===== src/rtl/gfta_pkg.sv =====
// shared types and constants for the gop frame type assigner
package gfta_pkg;

    localparam int ORDER_W    = 16;
    localparam int GOP_W      = 11;
    localparam int IDR_INT_W  = 8;
    localparam int RD_W       = 5;
    localparam int TOTAL_W    = 16;
    localparam int KIND_W     = 2;
    localparam int CFG_IDX_W  = 3;
    localparam int CFG_DATA_W = 16;
    localparam int PERIOD_W   = GOP_W + IDR_INT_W;
    localparam int POS_W      = PERIOD_W + 1;
    localparam int CNT_W      = 4;

    localparam logic [KIND_W-1:0] KIND_I = 2'd0;
    localparam logic [KIND_W-1:0] KIND_P = 2'd1;
    localparam logic [KIND_W-1:0] KIND_B = 2'd2;

    localparam logic [CFG_IDX_W-1:0] CFG_GOP_SIZE     = 3'd0;
    localparam logic [CFG_IDX_W-1:0] CFG_IDR_INTERVAL = 3'd1;
    localparam logic [CFG_IDX_W-1:0] CFG_REF_DISTANCE = 3'd2;
    localparam logic [CFG_IDX_W-1:0] CFG_TOTAL_FRAMES = 3'd3;
    localparam logic [CFG_IDX_W-1:0] CFG_BREF_ENABLE  = 3'd4;

    localparam logic [GOP_W-1:0]     GOP_SIZE_RST     = 11'd32;
    localparam logic [IDR_INT_W-1:0] IDR_INTERVAL_RST = 8'd0;
    localparam logic [RD_W-1:0]      REF_DISTANCE_RST = 5'd1;
    localparam logic [TOTAL_W-1:0]   TOTAL_FRAMES_RST = 16'hFFFF;

    // last step index of each serial modulo pass
    localparam logic [CNT_W-1:0] GOP_MOD_LAST = CNT_W'(ORDER_W - 1);
    localparam logic [CNT_W-1:0] RD_MOD_LAST  = CNT_W'(GOP_W - 1);

    typedef enum logic [2:0] {
        ST_IDLE,
        ST_MOD_GOP,
        ST_SETUP_RD,
        ST_MOD_RD,
        ST_CLASSIFY,
        ST_PYRAMID,
        ST_FINISH
    } t_state;

    typedef struct packed {
        logic load;
        logic div_step;
        logic setup_rd;
        logic classify;
        logic pyr_step;
        logic out_load;
    } t_cmd;

    typedef struct packed {
        logic pyr_done;
        logic out_free;
    } t_sts;

endpackage


===== src/rtl/gfta_ctrl.sv =====
// controller state machine sequencing the modulo passes, classification and pyramid walk
module gfta_ctrl
    import gfta_pkg::*;
(
    input  logic i_clk,
    input  logic i_rst_n,
    input  logic i_valid,
    output logic o_ready,
    input  t_sts i_sts,
    output t_cmd o_cmd
);

    t_state            r_state;
    t_state            n_state;
    logic [CNT_W-1:0]  r_cnt;
    logic [CNT_W-1:0]  n_cnt;
    logic              accept;

    assign accept = i_valid && (r_state == ST_IDLE);

    always_ff @(posedge i_clk) begin
        if (!i_rst_n) begin
            r_state <= ST_IDLE;
            r_cnt   <= '0;
        end else begin
            r_state <= n_state;
            r_cnt   <= n_cnt;
        end
    end

    // next state
    always_comb begin
        n_state = r_state;
        unique case (r_state)
            ST_IDLE: begin
                if (accept) n_state = ST_MOD_GOP;
            end
            ST_MOD_GOP: begin
                if (r_cnt == GOP_MOD_LAST) n_state = ST_SETUP_RD;
            end
            ST_SETUP_RD: n_state = ST_MOD_RD;
            ST_MOD_RD: begin
                if (r_cnt == RD_MOD_LAST) n_state = ST_CLASSIFY;
            end
            ST_CLASSIFY: n_state = ST_PYRAMID;
            ST_PYRAMID: begin
                if (i_sts.pyr_done) n_state = ST_FINISH;
            end
            ST_FINISH: begin
                if (i_sts.out_free) n_state = ST_IDLE;
            end
            default: n_state = ST_IDLE;
        endcase
    end

    // outputs
    always_comb begin
        o_cmd   = '0;
        o_ready = 1'b0;
        n_cnt   = '0;
        unique case (r_state)
            ST_IDLE: begin
                o_ready    = 1'b1;
                o_cmd.load = accept;
            end
            ST_MOD_GOP: begin
                o_cmd.div_step = 1'b1;
                if (r_cnt != GOP_MOD_LAST) n_cnt = r_cnt + 1'b1;
            end
            ST_SETUP_RD: o_cmd.setup_rd = 1'b1;
            ST_MOD_RD: begin
                o_cmd.div_step = 1'b1;
                if (r_cnt != RD_MOD_LAST) n_cnt = r_cnt + 1'b1;
            end
            ST_CLASSIFY: o_cmd.classify = 1'b1;
            ST_PYRAMID:  o_cmd.pyr_step = 1'b1;
            ST_FINISH:   o_cmd.out_load = i_sts.out_free;
            default: o_cmd = '0;
        endcase
    end

endmodule


===== src/rtl/gfta_dp.sv =====
// datapath: configuration registers, serial modulo unit, classifier, pyramid walk, output register
module gfta_dp
    import gfta_pkg::*;
(
    input  logic                  i_clk,
    input  logic                  i_rst_n,
    input  logic                  i_cfg_we,
    input  logic [CFG_IDX_W-1:0]  i_cfg_index,
    input  logic [CFG_DATA_W-1:0] i_cfg_data,
    input  logic [ORDER_W-1:0]    i_frame_order,
    input  t_cmd                  i_cmd,
    output t_sts                  o_sts,
    output logic                  o_valid,
    input  logic                  i_ready,
    output logic [ORDER_W-1:0]    o_display_order,
    output logic [KIND_W-1:0]     o_frame_kind,
    output logic                  o_is_reference,
    output logic                  o_is_idr
);

    logic [GOP_W-1:0]     r_gop_size;
    logic [IDR_INT_W-1:0] r_idr_interval;
    logic [RD_W-1:0]      r_ref_distance;
    logic [TOTAL_W-1:0]   r_total_frames;
    logic                 r_bref_enable;

    logic [ORDER_W-1:0]      r_last_idr;
    logic [ORDER_W-1:0]      r_order;
    logic [ORDER_W-1:0]      r_dist;
    logic [PERIOD_W-1:0]     r_idr_period;
    logic signed [POS_W-1:0] r_to_end;
    logic signed [POS_W-1:0] r_end_pos;
    logic signed [POS_W-1:0] r_left_base;

    logic [ORDER_W-1:0] r_dvd;
    logic [GOP_W-1:0]   r_rem;
    logic [GOP_W-1:0]   r_div;
    logic [GOP_W-1:0]   r_m;

    logic [KIND_W-1:0] r_kind;
    logic              r_is_ref;
    logic              r_is_idr;
    logic              r_need_pyr;
    logic [RD_W-1:0]   r_bpos;
    logic [RD_W-1:0]   r_span;

    logic              r_out_valid;
    logic [ORDER_W-1:0] r_out_order;
    logic [KIND_W-1:0] r_out_kind;
    logic              r_out_ref;
    logic              r_out_idr;

    logic [GOP_W-1:0]        gop_eff;
    logic [RD_W-1:0]         rd_eff;
    logic [ORDER_W-1:0]      dist_new;
    logic [PERIOD_W-1:0]     period_prod;
    logic [GOP_W:0]          div_sh;
    logic [GOP_W:0]          div_sub;
    logic [GOP_W-1:0]        n_rem;
    logic signed [POS_W-1:0] period_ext;
    logic signed [POS_W-1:0] n_end_pos;
    logic signed [POS_W-1:0] dist_ext;
    logic signed [POS_W-1:0] left;
    logic signed [POS_W-1:0] rd_ext;
    logic [RD_W-1:0]         rem_low;
    logic [RD_W-1:0]         span_init;
    logic                    idr_hit;
    logic                    last_before_end;
    logic                    pyr_go;
    logic [RD_W:0]           mid_sum;
    logic [RD_W-1:0]         mid;
    logic                    pyr_hit;
    logic                    out_take;

    assign gop_eff  = (r_gop_size == '0) ? GOP_W'(1) : r_gop_size;
    assign rd_eff   = (r_ref_distance == '0) ? RD_W'(1) : r_ref_distance;
    assign dist_new = i_frame_order - r_last_idr;
    assign period_prod = {{GOP_W{1'b0}}, r_idr_interval} * {{IDR_INT_W{1'b0}}, gop_eff};

    // one restoring step of the shared modulo unit
    assign div_sh  = {r_rem, r_dvd[ORDER_W-1]};
    assign div_sub = div_sh - {1'b0, r_div};
    assign n_rem   = (div_sh >= {1'b0, r_div}) ? div_sub[GOP_W-1:0] : div_sh[GOP_W-1:0];

    assign period_ext = signed'({1'b0, r_idr_period});
    assign n_end_pos  = ((r_idr_interval != '0) && (period_ext < r_to_end)) ?
                        period_ext : r_to_end;

    assign dist_ext        = signed'({{(POS_W-ORDER_W){1'b0}}, r_dist});
    assign idr_hit         = (r_dist == '0) ||
                             ((r_idr_interval != '0) &&
                              ({{(PERIOD_W-ORDER_W){1'b0}}, r_dist} == r_idr_period));
    assign last_before_end = (dist_ext + POS_W'(1)) == r_end_pos;
    assign rem_low         = r_rem[RD_W-1:0];
    assign left            = r_left_base + signed'({{(POS_W-RD_W){1'b0}}, rem_low});
    assign rd_ext          = signed'({{(POS_W-RD_W){1'b0}}, rd_eff});
    assign span_init       = (left > rd_ext) ? rd_eff :
                             (left > POS_W'(3)) ? (left[RD_W-1:0] - RD_W'(1)) : '0;

    assign pyr_go  = r_need_pyr && (r_bpos > RD_W'(1)) && (r_span > RD_W'(2));
    assign mid_sum = {1'b0, r_span} + (RD_W+1)'(1);
    assign mid     = mid_sum[RD_W:1];
    assign pyr_hit = (r_bpos == mid);

    assign out_take       = r_out_valid && i_ready;
    assign o_sts.pyr_done = !pyr_go || pyr_hit;
    assign o_sts.out_free = !r_out_valid || i_ready;

    // configuration and control state
    always_ff @(posedge i_clk) begin
        if (!i_rst_n) begin
            r_gop_size     <= GOP_SIZE_RST;
            r_idr_interval <= IDR_INTERVAL_RST;
            r_ref_distance <= REF_DISTANCE_RST;
            r_total_frames <= TOTAL_FRAMES_RST;
            r_bref_enable  <= 1'b0;
            r_last_idr     <= '0;
            r_out_valid    <= 1'b0;
            r_need_pyr     <= 1'b0;
        end else begin
            if (i_cfg_we) begin
                unique case (i_cfg_index)
                    CFG_GOP_SIZE:     r_gop_size     <= i_cfg_data[GOP_W-1:0];
                    CFG_IDR_INTERVAL: r_idr_interval <= i_cfg_data[IDR_INT_W-1:0];
                    CFG_REF_DISTANCE: r_ref_distance <= i_cfg_data[RD_W-1:0];
                    CFG_TOTAL_FRAMES: r_total_frames <= i_cfg_data[TOTAL_W-1:0];
                    CFG_BREF_ENABLE:  r_bref_enable  <= i_cfg_data[0];
                    default: ;
                endcase
            end
            if (i_cmd.classify) begin
                r_need_pyr <= !idr_hit && (r_m != '0) && (rem_low != '0) &&
                              !last_before_end && r_bref_enable;
                if (idr_hit) begin
                    r_last_idr <= r_order;
                end
            end
            if (i_cmd.out_load) begin
                r_out_valid <= 1'b1;
            end else if (out_take) begin
                r_out_valid <= 1'b0;
            end
        end
    end

    // payload
    always_ff @(posedge i_clk) begin
        r_end_pos   <= n_end_pos;
        r_left_base <= r_end_pos - dist_ext;
        if (i_cmd.load) begin
            r_order      <= i_frame_order;
            r_dist       <= dist_new;
            r_idr_period <= period_prod;
            r_to_end     <= signed'({{(POS_W-TOTAL_W){1'b0}}, r_total_frames}) -
                            signed'({{(POS_W-ORDER_W){1'b0}}, r_last_idr});
            r_dvd        <= dist_new;
            r_rem        <= '0;
            r_div        <= gop_eff;
        end
        if (i_cmd.div_step) begin
            r_rem <= n_rem;
            r_dvd <= {r_dvd[ORDER_W-2:0], 1'b0};
        end
        if (i_cmd.setup_rd) begin
            r_m   <= r_rem;
            r_dvd <= {r_rem, {(ORDER_W-GOP_W){1'b0}}};
            r_rem <= '0;
            r_div <= {{(GOP_W-RD_W){1'b0}}, rd_eff};
        end
        if (i_cmd.classify) begin
            r_is_idr <= idr_hit;
            r_bpos   <= rem_low;
            r_span   <= span_init;
            if (idr_hit) begin
                r_kind   <= KIND_I;
                r_is_ref <= 1'b1;
            end else if (r_m == '0) begin
                r_kind   <= KIND_I;
                r_is_ref <= 1'b1;
            end else if ((rem_low == '0) || last_before_end) begin
                r_kind   <= KIND_P;
                r_is_ref <= 1'b1;
            end else begin
                r_kind   <= KIND_B;
                r_is_ref <= 1'b0;
            end
        end
        if (i_cmd.pyr_step && pyr_go) begin
            if (pyr_hit) begin
                r_is_ref <= 1'b1;
            end else if (r_bpos > mid) begin
                r_bpos <= r_bpos - mid;
                r_span <= r_span - mid;
            end else begin
                r_span <= mid;
            end
        end
        if (i_cmd.out_load) begin
            r_out_order <= r_order;
            r_out_kind  <= r_kind;
            r_out_ref   <= r_is_ref;
            r_out_idr   <= r_is_idr;
        end
    end

    assign o_valid         = r_out_valid;
    assign o_display_order = r_out_order;
    assign o_frame_kind    = r_out_kind;
    assign o_is_reference  = r_out_ref;
    assign o_is_idr        = r_out_idr;

endmodule


===== src/rtl/gop_frame_type_assigner.sv =====
// top level of the gop frame type assigner
// an item passes the gop modulo pass (16 steps), a setup step, the reference-distance modulo pass (11 steps),
// classification, the pyramid walk and the output register, in that order
// the next item is taken while a result waits in the output register
// reset: synchronous active-low i_rst_n restores register defaults and a last idr position of 0
module gop_frame_type_assigner
    import gfta_pkg::*;
(
    input  logic                  i_clk,
    input  logic                  i_rst_n,
    input  logic                  i_cfg_we,
    input  logic [CFG_IDX_W-1:0]  i_cfg_index,
    input  logic [CFG_DATA_W-1:0] i_cfg_data,
    input  logic                  i_valid,
    output logic                  o_ready,
    input  logic [ORDER_W-1:0]    i_frame_order,
    output logic                  o_valid,
    input  logic                  i_ready,
    output logic [ORDER_W-1:0]    o_display_order,
    output logic [KIND_W-1:0]     o_frame_kind,
    output logic                  o_is_reference,
    output logic                  o_is_idr
);

    t_cmd cmd;
    t_sts sts;

    gfta_ctrl u_ctrl (
        .i_clk   (i_clk),
        .i_rst_n (i_rst_n),
        .i_valid (i_valid),
        .o_ready (o_ready),
        .i_sts   (sts),
        .o_cmd   (cmd)
    );

    gfta_dp u_dp (
        .i_clk           (i_clk),
        .i_rst_n         (i_rst_n),
        .i_cfg_we        (i_cfg_we),
        .i_cfg_index     (i_cfg_index),
        .i_cfg_data      (i_cfg_data),
        .i_frame_order   (i_frame_order),
        .i_cmd           (cmd),
        .o_sts           (sts),
        .o_valid         (o_valid),
        .i_ready         (i_ready),
        .o_display_order (o_display_order),
        .o_frame_kind    (o_frame_kind),
        .o_is_reference  (o_is_reference),
        .o_is_idr        (o_is_idr)
    );

endmodule


===== config.mk =====
export PLATFORM = sky130hd
export DESIGN_NAME = gop_frame_type_assigner
export DESIGN_NICKNAME = d
export VERILOG_FILES = /design/src/rtl/gfta_pkg.sv /design/src/rtl/gfta_ctrl.sv /design/src/rtl/gfta_dp.sv /design/src/rtl/gop_frame_type_assigner.sv
export SDC_FILE = /design/constraint.sdc
export NUM_CORES = 1
export LEC_CHECK = 0
export BUFFER_PORTS_ARGS = -buffer_cell sky130_fd_sc_hd__buf_2
export CAP_MARGIN = 25
export CORE_ASPECT_RATIO = 0.9
export CORE_MARGIN = 2
export CORE_UTILIZATION = 39
export CTS_CLUSTER_SIZE = 10
export DETAILED_ROUTE_END_ITERATION = 8
export PLACE_DENSITY = 0.53
export RECOVER_POWER = 50
export SYNTH_ARGS = -nofsm -noshare
export SYNTH_HDL_FRONTEND = slang
export SYNTH_SLANG_ARGS = --single-unit
export TNS_END_PERCENT = 5

===== constraint.sdc =====
create_clock -name i_clk -period 8 [get_ports i_clk]
set_input_delay 1.2 -clock i_clk [delete_from_list [all_inputs] [get_ports i_clk]]
set_output_delay 1.2 -clock i_clk [all_outputs]
set_load 0.005 [all_outputs]

; ---- Yosys cells after proc, flatten, opt, wreduce, memory -nomap -nowiden
; Index checks and enable logic that the tools add are counted.
; Widths: inputs -> output; s select.
[classes]
add_sub_neg = 11
multipliers = 1
order_cmp = 7
eq_ne = 22
muxes = 46
reduce_logical = 43
[op_table]
columns = op, count
row1 = $mux 5, 13
row2 = $mux 16, 3
row3 = $mux 11, 4
row4 = $logic_not 11->1, 2
row5 = $pmux 3 s7, 1
row6 = $add 20x6->20, 1
row7 = $eq 20x20->1, 1
row8 = $gt 20x3->1 const B, 1
row9 = $gt 20x6->1, 1
row10 = $lt 20x17->1, 1
row11 = $sub 20x17->20, 1
row12 = $eq 16x19->1, 1
row13 = $mul 8x11->19, 1
row14 = $mux 19, 1
row15 = $add 16x1->17 const B, 1
row16 = $sub 16x16->17, 1
row17 = $logic_not 16->1, 1
row18 = $sub 16x16->16, 1
row19 = $mux 1, 15
row20 = $mux 3, 5
row21 = $eq 3x2->1 const B, 4
row22 = $eq 3x3->1 const B, 4
row23 = $ge 12x11->1, 1
row24 = $reduce_and 2->1, 6
row25 = other kinds (29), 59
[totals]
reg_bits = 257
input_bits = 40

; ---- Logic depth before layout (Yosys ltp)
[logic_depth]
depth_word = 9
ltp_mapped = 20
mapped_depth_nobuf = 20

; ---- Hierarchy
; From an unflattened synthesis, not the netlist that was laid out.
[unflattened]
hier_cells = 1773
hier_area_um2 = 17003.8
[by_module_without_submodules]
columns = mod, n_inst, cells_per_inst, area_per_inst_um2
row1 = gfta_dp, 1, 1719, 16565.9
row2 = gfta_ctrl, 1, 54, 437.9

; ---- Worst setup path before layout
; No wires, ideal clock.
[synth_timing]
path_type = register to register
start = register u_dp.r_gop_size[6]
end = register u_dp.r_idr_period[15], data pin
arrival_time_ns = 4.665
t_required_ns = 7.737
path_slack_ns = 3.072
stages_incl_launch_ff = 17
synth_period_minus_slack_ns = 4.928
cell_sequence = dfxtp_1 > nor4_1 > a31oi_1 > nand2b_1 > fa_1 > fa_1 > inv_1 > fa_1 > inv_1 > fa_1 > inv_1 > ha_1 > a21o_1 > a31o_2 > a2111oi_0 > nor2_1 > xor2_1
[synth_between]
elab_chain_cells = 3
[synth_lines]
columns = item, line_no
row1 = from (decl), gfta_dp.sv:21  ; logic [GOP_W-1:0] r_gop_size;
row2 = from (signal assigned), gfta_dp.sv:123  ; CFG_GOP_SIZE: r_gop_size <= i_cfg_data[GOP_W-1:0];
row3 = $logic_not 11->1, gfta_dp.sv:75  ; assign gop_eff = (r_gop_size == '0) ? GOP_W'(1) : r_gop_size;
row4 = $mux 11 (*), gfta_dp.sv:75
row5 = $mul 8x11->19 (*), gfta_dp.sv:78  ; assign period_prod = {{GOP_W{1'b0}}, r_idr_interval} * {{IDR_INT_W{1'b0}}, gop_eff};
row6 = via u_dp.period_prod[15], gfta_dp.sv:56  ; logic [PERIOD_W-1:0] period_prod;
row7 = to (signal assigned), gfta_dp.sv:153  ; r_idr_period <= period_prod;
row8 = to (decl), gfta_dp.sv:30  ; logic [PERIOD_W-1:0] r_idr_period;
; Mark *: on every way through the listed nets, which the timed path passes. The rest lies on a longest branch.
; A chain may end at the register's enable or synchronous reset.

; ---- Worst setup path after layout
[layout_timing]
start = register u_ctrl.r_state[1]
end = register u_dp.r_rem[10]
[layout_between]
elab_chain_cells = 4
word_cells_on_any_way = 11
cone_classes = 3 x eq/ne / 4 x mux / 4 x reduce/logical
[layout_lines]
columns = item, line_no
row1 = from (decl), gfta_ctrl.sv:13  ; t_state r_state;
row2 = from (signal assigned), gfta_ctrl.sv:26  ; r_state <= n_state;
row3 = "$eq 3x1->1, or another cell as far along", gfta_ctrl.sv:61  ; unique case (r_state)
row4 = $reduce_or 2->1 (no source line) / $logic_and 1x1->1 (equally long branches), -
row5 = $mux 1, gfta_ctrl.sv:61
row6 = $mux 11 / $reduce_bool 2->1 (equally long branches), -
row7 = to (signal assigned), gfta_dp.sv:161  ; r_rem <= n_rem;
row8 = to (decl), gfta_dp.sv:36  ; logic [GOP_W-1:0] r_rem;
; Several ways; a longest one is shown, not always the timed one.

==> reports/metrics.cfg <==
[worst_setup_path]
path_max_fanout = 75
cp-end-kind = register
regToRegSetupSlack_ns = 2.10
crit_type = reg2reg
cp.required_ns = 8.47
reg2reg_depth = 8
worstPathArrival_ns = 6.37
r2r_end = u_dp.r_rem[10]
r2r_start = u_ctrl.r_state[1]
cp-start-kind = register

[synth]
synth.most_common_cell = inv_1
synth_area_per_cell_um2 = 9.41
synth_edf_count = 118
synthFlopType = dfxtp_1
synth_nets = 2113
ys_top_cells_by_count = 198 x inv_1, 167 x nand2_1, 141 x ha_1, 139 x dfxtp_1, 118 x edfxtp_1
synth_cell_types = 93
ys_top_cells_by_area = edfxtp_1 20%, dfxtp_1 16%, ha_1 10%
synth_cells = 1871
synth_top_cell_area_share_pct = 20.1
postSynth.asyncResetShare_pct = 0
synth_seq_area_share_pct = 35.9
yosys.area.top_type = edfxtp_1
ys_warn_count = 0
netlist_area_mm2 = 0.0176
ys_ff_latch = 257

[pwr]
combPwrFrac_pct = 31.5
internal_power_mw = 2.97
power.switching_mw = 1.62
powerDensity_mw_per_mm2 = 237
pwr-share-seq_pct = 39.4
sw_frac_of_total_pct = 35.3
p_clk_share_pct = 29.1
ir_drop_v = 0.000181
p_leak_nw = 7.96

[clocking]
h-tree-depth = 1
cts_hold_buffers = 0
numCtsBuffers = 31
postCtsSetupBuffers = 0
clock_sinks = 257
post_cts_resized = 0
cts_tree = done
clkTransAtPathRegs_ns = 0.06
clk_latency_ns = 0.58
cts_root_buf = clkbuf_16
clockBufferDepth = 3

[global_routing]
gr-total-overflow = 0
grt_pass1_vias = 13000
grt_util_all_layers_pct = 20.8
grt_max_degree = 76
antenna_found_initial = 3
grt_first_pass_wirelength_mm = 76.0

[cells_and_area]
areaGrowthSynthToFinish_pct = 10.2
layout-drive-gt1-share_pct = 5.71
num-nets-final = 2146
layoutNonFillerInstCount = 2528
nFillCells = 4377
fin_util_pct = 43.7
n_antenna_cell = 0

[placement]
io_buffers = 61
gp_congestion = 0.912
post-dp-hpwl_mm = 37.5
placedCellCount = 2470

[die]
die_x_um = 228
die_h_um = 206
io_pins = 62
rows = 73
initial_core_util_pct = 39.6
die_area_mm2 = 0.0468
design.core.area_mm2 = 0.0444

[routing]
dr.pass1.iters = 5
dr.first_iter.drc_count = 971
viasPerCell = 5.41
wirelength_mm = 48.8
drcViolationCount = 0
ant_nets = 0
wl_per_cell_um = 19.3
vias = 13700

[timing]
timing.final.crit_period_ns = 5.90
worstMarginPinSlew_ns = 4.14
slew_violations = 142
max_freq_ghz = 0.169
rsz0062_at_grt = no
fin_tns_setup_ns = 0
fin_crit_sh_pct = 73.7
finalHoldViolCount = 0
finClkSkew_ns = 0.0164
relSlewSlack_pct = -176
finalSetupViolCount = 0

[status]
violations = capacitance limit, slew limit
outcome = finished with violations

[worst_hold_path]
hold_path_depth = 0
hold-path-endpoint = u_dp.o_frame_kind[1]
min-delay-start = u_dp.r_kind[1]
hold_class = reg2reg

[job]
drv_cap = 2

==> logic make-up after synthesis <==
kind of cell / Yosys count / share of synthesized area [%]
adder cells (fa/ha/maj): 202 / 17.0
AO/OA/AOI/OAI: 359 / 14.5
AND/OR/NAND/NOR: 629 / 18.9
XOR/XNOR: 112 / 5.62
buffers and inverters: 276 / 6.01
multiplexers: 36 / 2.08
flip-flops: 257 / 35.9
==> through the flow <==
step                      power (mW)  hold slack, ns  instance area, µm²  worst slack (ns)
after CTS                       4.62           0.421               19400              2.48
after detailed placement        3.26           0.407               18500              2.49
after floorplan                 2.84           0.400               17600              3.07
after global routing            4.88           0.426               19400              1.35
after global placement          3.23           0.402               18400              2.54
final                           4.60           0.418               19400              2.10
==> flip-flops by register name, summed over array words and instances (netlist names), 2 cells and up <==
| register | flops |
|---|---|
| u_dp.r_end_pos | 20 |
| u_dp.r_left_base | 20 |
| u_dp.r_idr_period | 19 |
| u_dp.r_to_end | 17 |
| u_dp.o_display_order | 16 |
| u_dp.r_dist | 16 |
| u_dp.r_dvd | 16 |
| u_dp.r_last_idr | 16 |
| u_dp.r_order | 16 |
| u_dp.r_total_frames | 16 |
| u_dp.r_div | 11 |
| u_dp.r_gop_size | 11 |
| u_dp.r_m | 11 |
| u_dp.r_rem | 11 |
| u_dp.r_idr_interval | 8 |
| u_dp.r_bpos | 5 |
| u_dp.r_ref_distance | 5 |
| u_dp.r_span | 5 |
| u_ctrl.r_cnt | 4 |
| u_ctrl.r_state | 3 |
| u_dp.o_frame_kind | 2 |
| u_dp.r_kind | 2 |
==> per-layer routing <==
layer	wire, µm	part of all wire [%]	GRT usage, %
met1	24500	50	30.8
met2	20800	43	31.8
met3	2600	5.3	3.49
met4	894	1.8	4.01
met5	13	0.027	0
==> layout make-up <==
type / instances / area (µm²) / share of cell area (%)
multi-input cells: 1338 / 10200 / 52.6
flip-flops and latches: 257 / 6330 / 32.6
clock buffers: 54 / 902 / 4.65
inverters: 200 / 752 / 3.88
well taps: 600 / 751 / 3.87
repair buffers: 76 / 409 / 2.11
clock inverters: 3 / 45.0 / 0.232
==> worst max-delay path, cell delays in order, from the launching register on <==
cell        delay [ns]
dfxtp_1           0.46
nor3_1            0.25
nand2_1           0.27
clkinvlp_2        0.69
clkbuf_1          2.94
nor2_1            0.58
nand2_1           0.32
o21ai_0           0.12
o211a_1           0.14
==> layout by cell type, fill, tap and decap left out, types with 14 or more instances in the layout <==
master	netlist	layout
nor2_1	81	81
a311o_1	17	17
fa_1	61	61
nor4b_1	19	19
a21oi_1	60	60
and2_1	73	73
a211oi_1	14	14
a21o_1	16	16
clkbuf_1	62	58
nand4_1	14	14
and3_1	19	19
nor4_1	22	22
dfxtp_1	139	139
ha_1	141	141
nand2_1	167	167
o21a_1	19	19
nor3_1	38	37
clkbuf_16	0	31
inv_1	198	197
xnor2_1	70	70
o211ai_1	41	41
mux2i_1	31	31
buf_2	8	30
nor2b_1	50	50
o21ai_0	53	54
o31ai_1	12	14
nand3_1	87	87
a21boi_0	23	24
edfxtp_1	118	118
xor2_1	41	41
==> power by group through the flow <==
stage | clock [mW] | sequential [mW] | combinational (mW)
finish | 1.34 | 1.81 | 1.45
global route | 1.43 | 1.83 | 1.63
CTS | 1.37 | 1.80 | 1.45
detailed placement | 0 | 1.83 | 1.44
global placement | 0 | 1.83 | 1.40
floorplan | 0 | 1.74 | 1.10
==> how the worst max path moves through the flow <==
stage	startpoint	endpoint
2_1_floorplan	u_dp.r_gop_size[6]	u_dp.r_idr_period[15]
3_3_place_gp	u_dp.r_gop_size[6]	u_dp.r_idr_period[15]
3_5_place_dp	u_dp.r_gop_size[10]	u_dp.r_idr_period[15]
4_1_cts	u_dp.r_gop_size[10]	u_dp.r_idr_period[15]
5_1_grt	u_ctrl.r_state[1]	u_dp.r_dvd[1]
6_report	u_ctrl.r_state[1]	u_dp.r_rem[10]
Power figures use the tool's default switching activity.
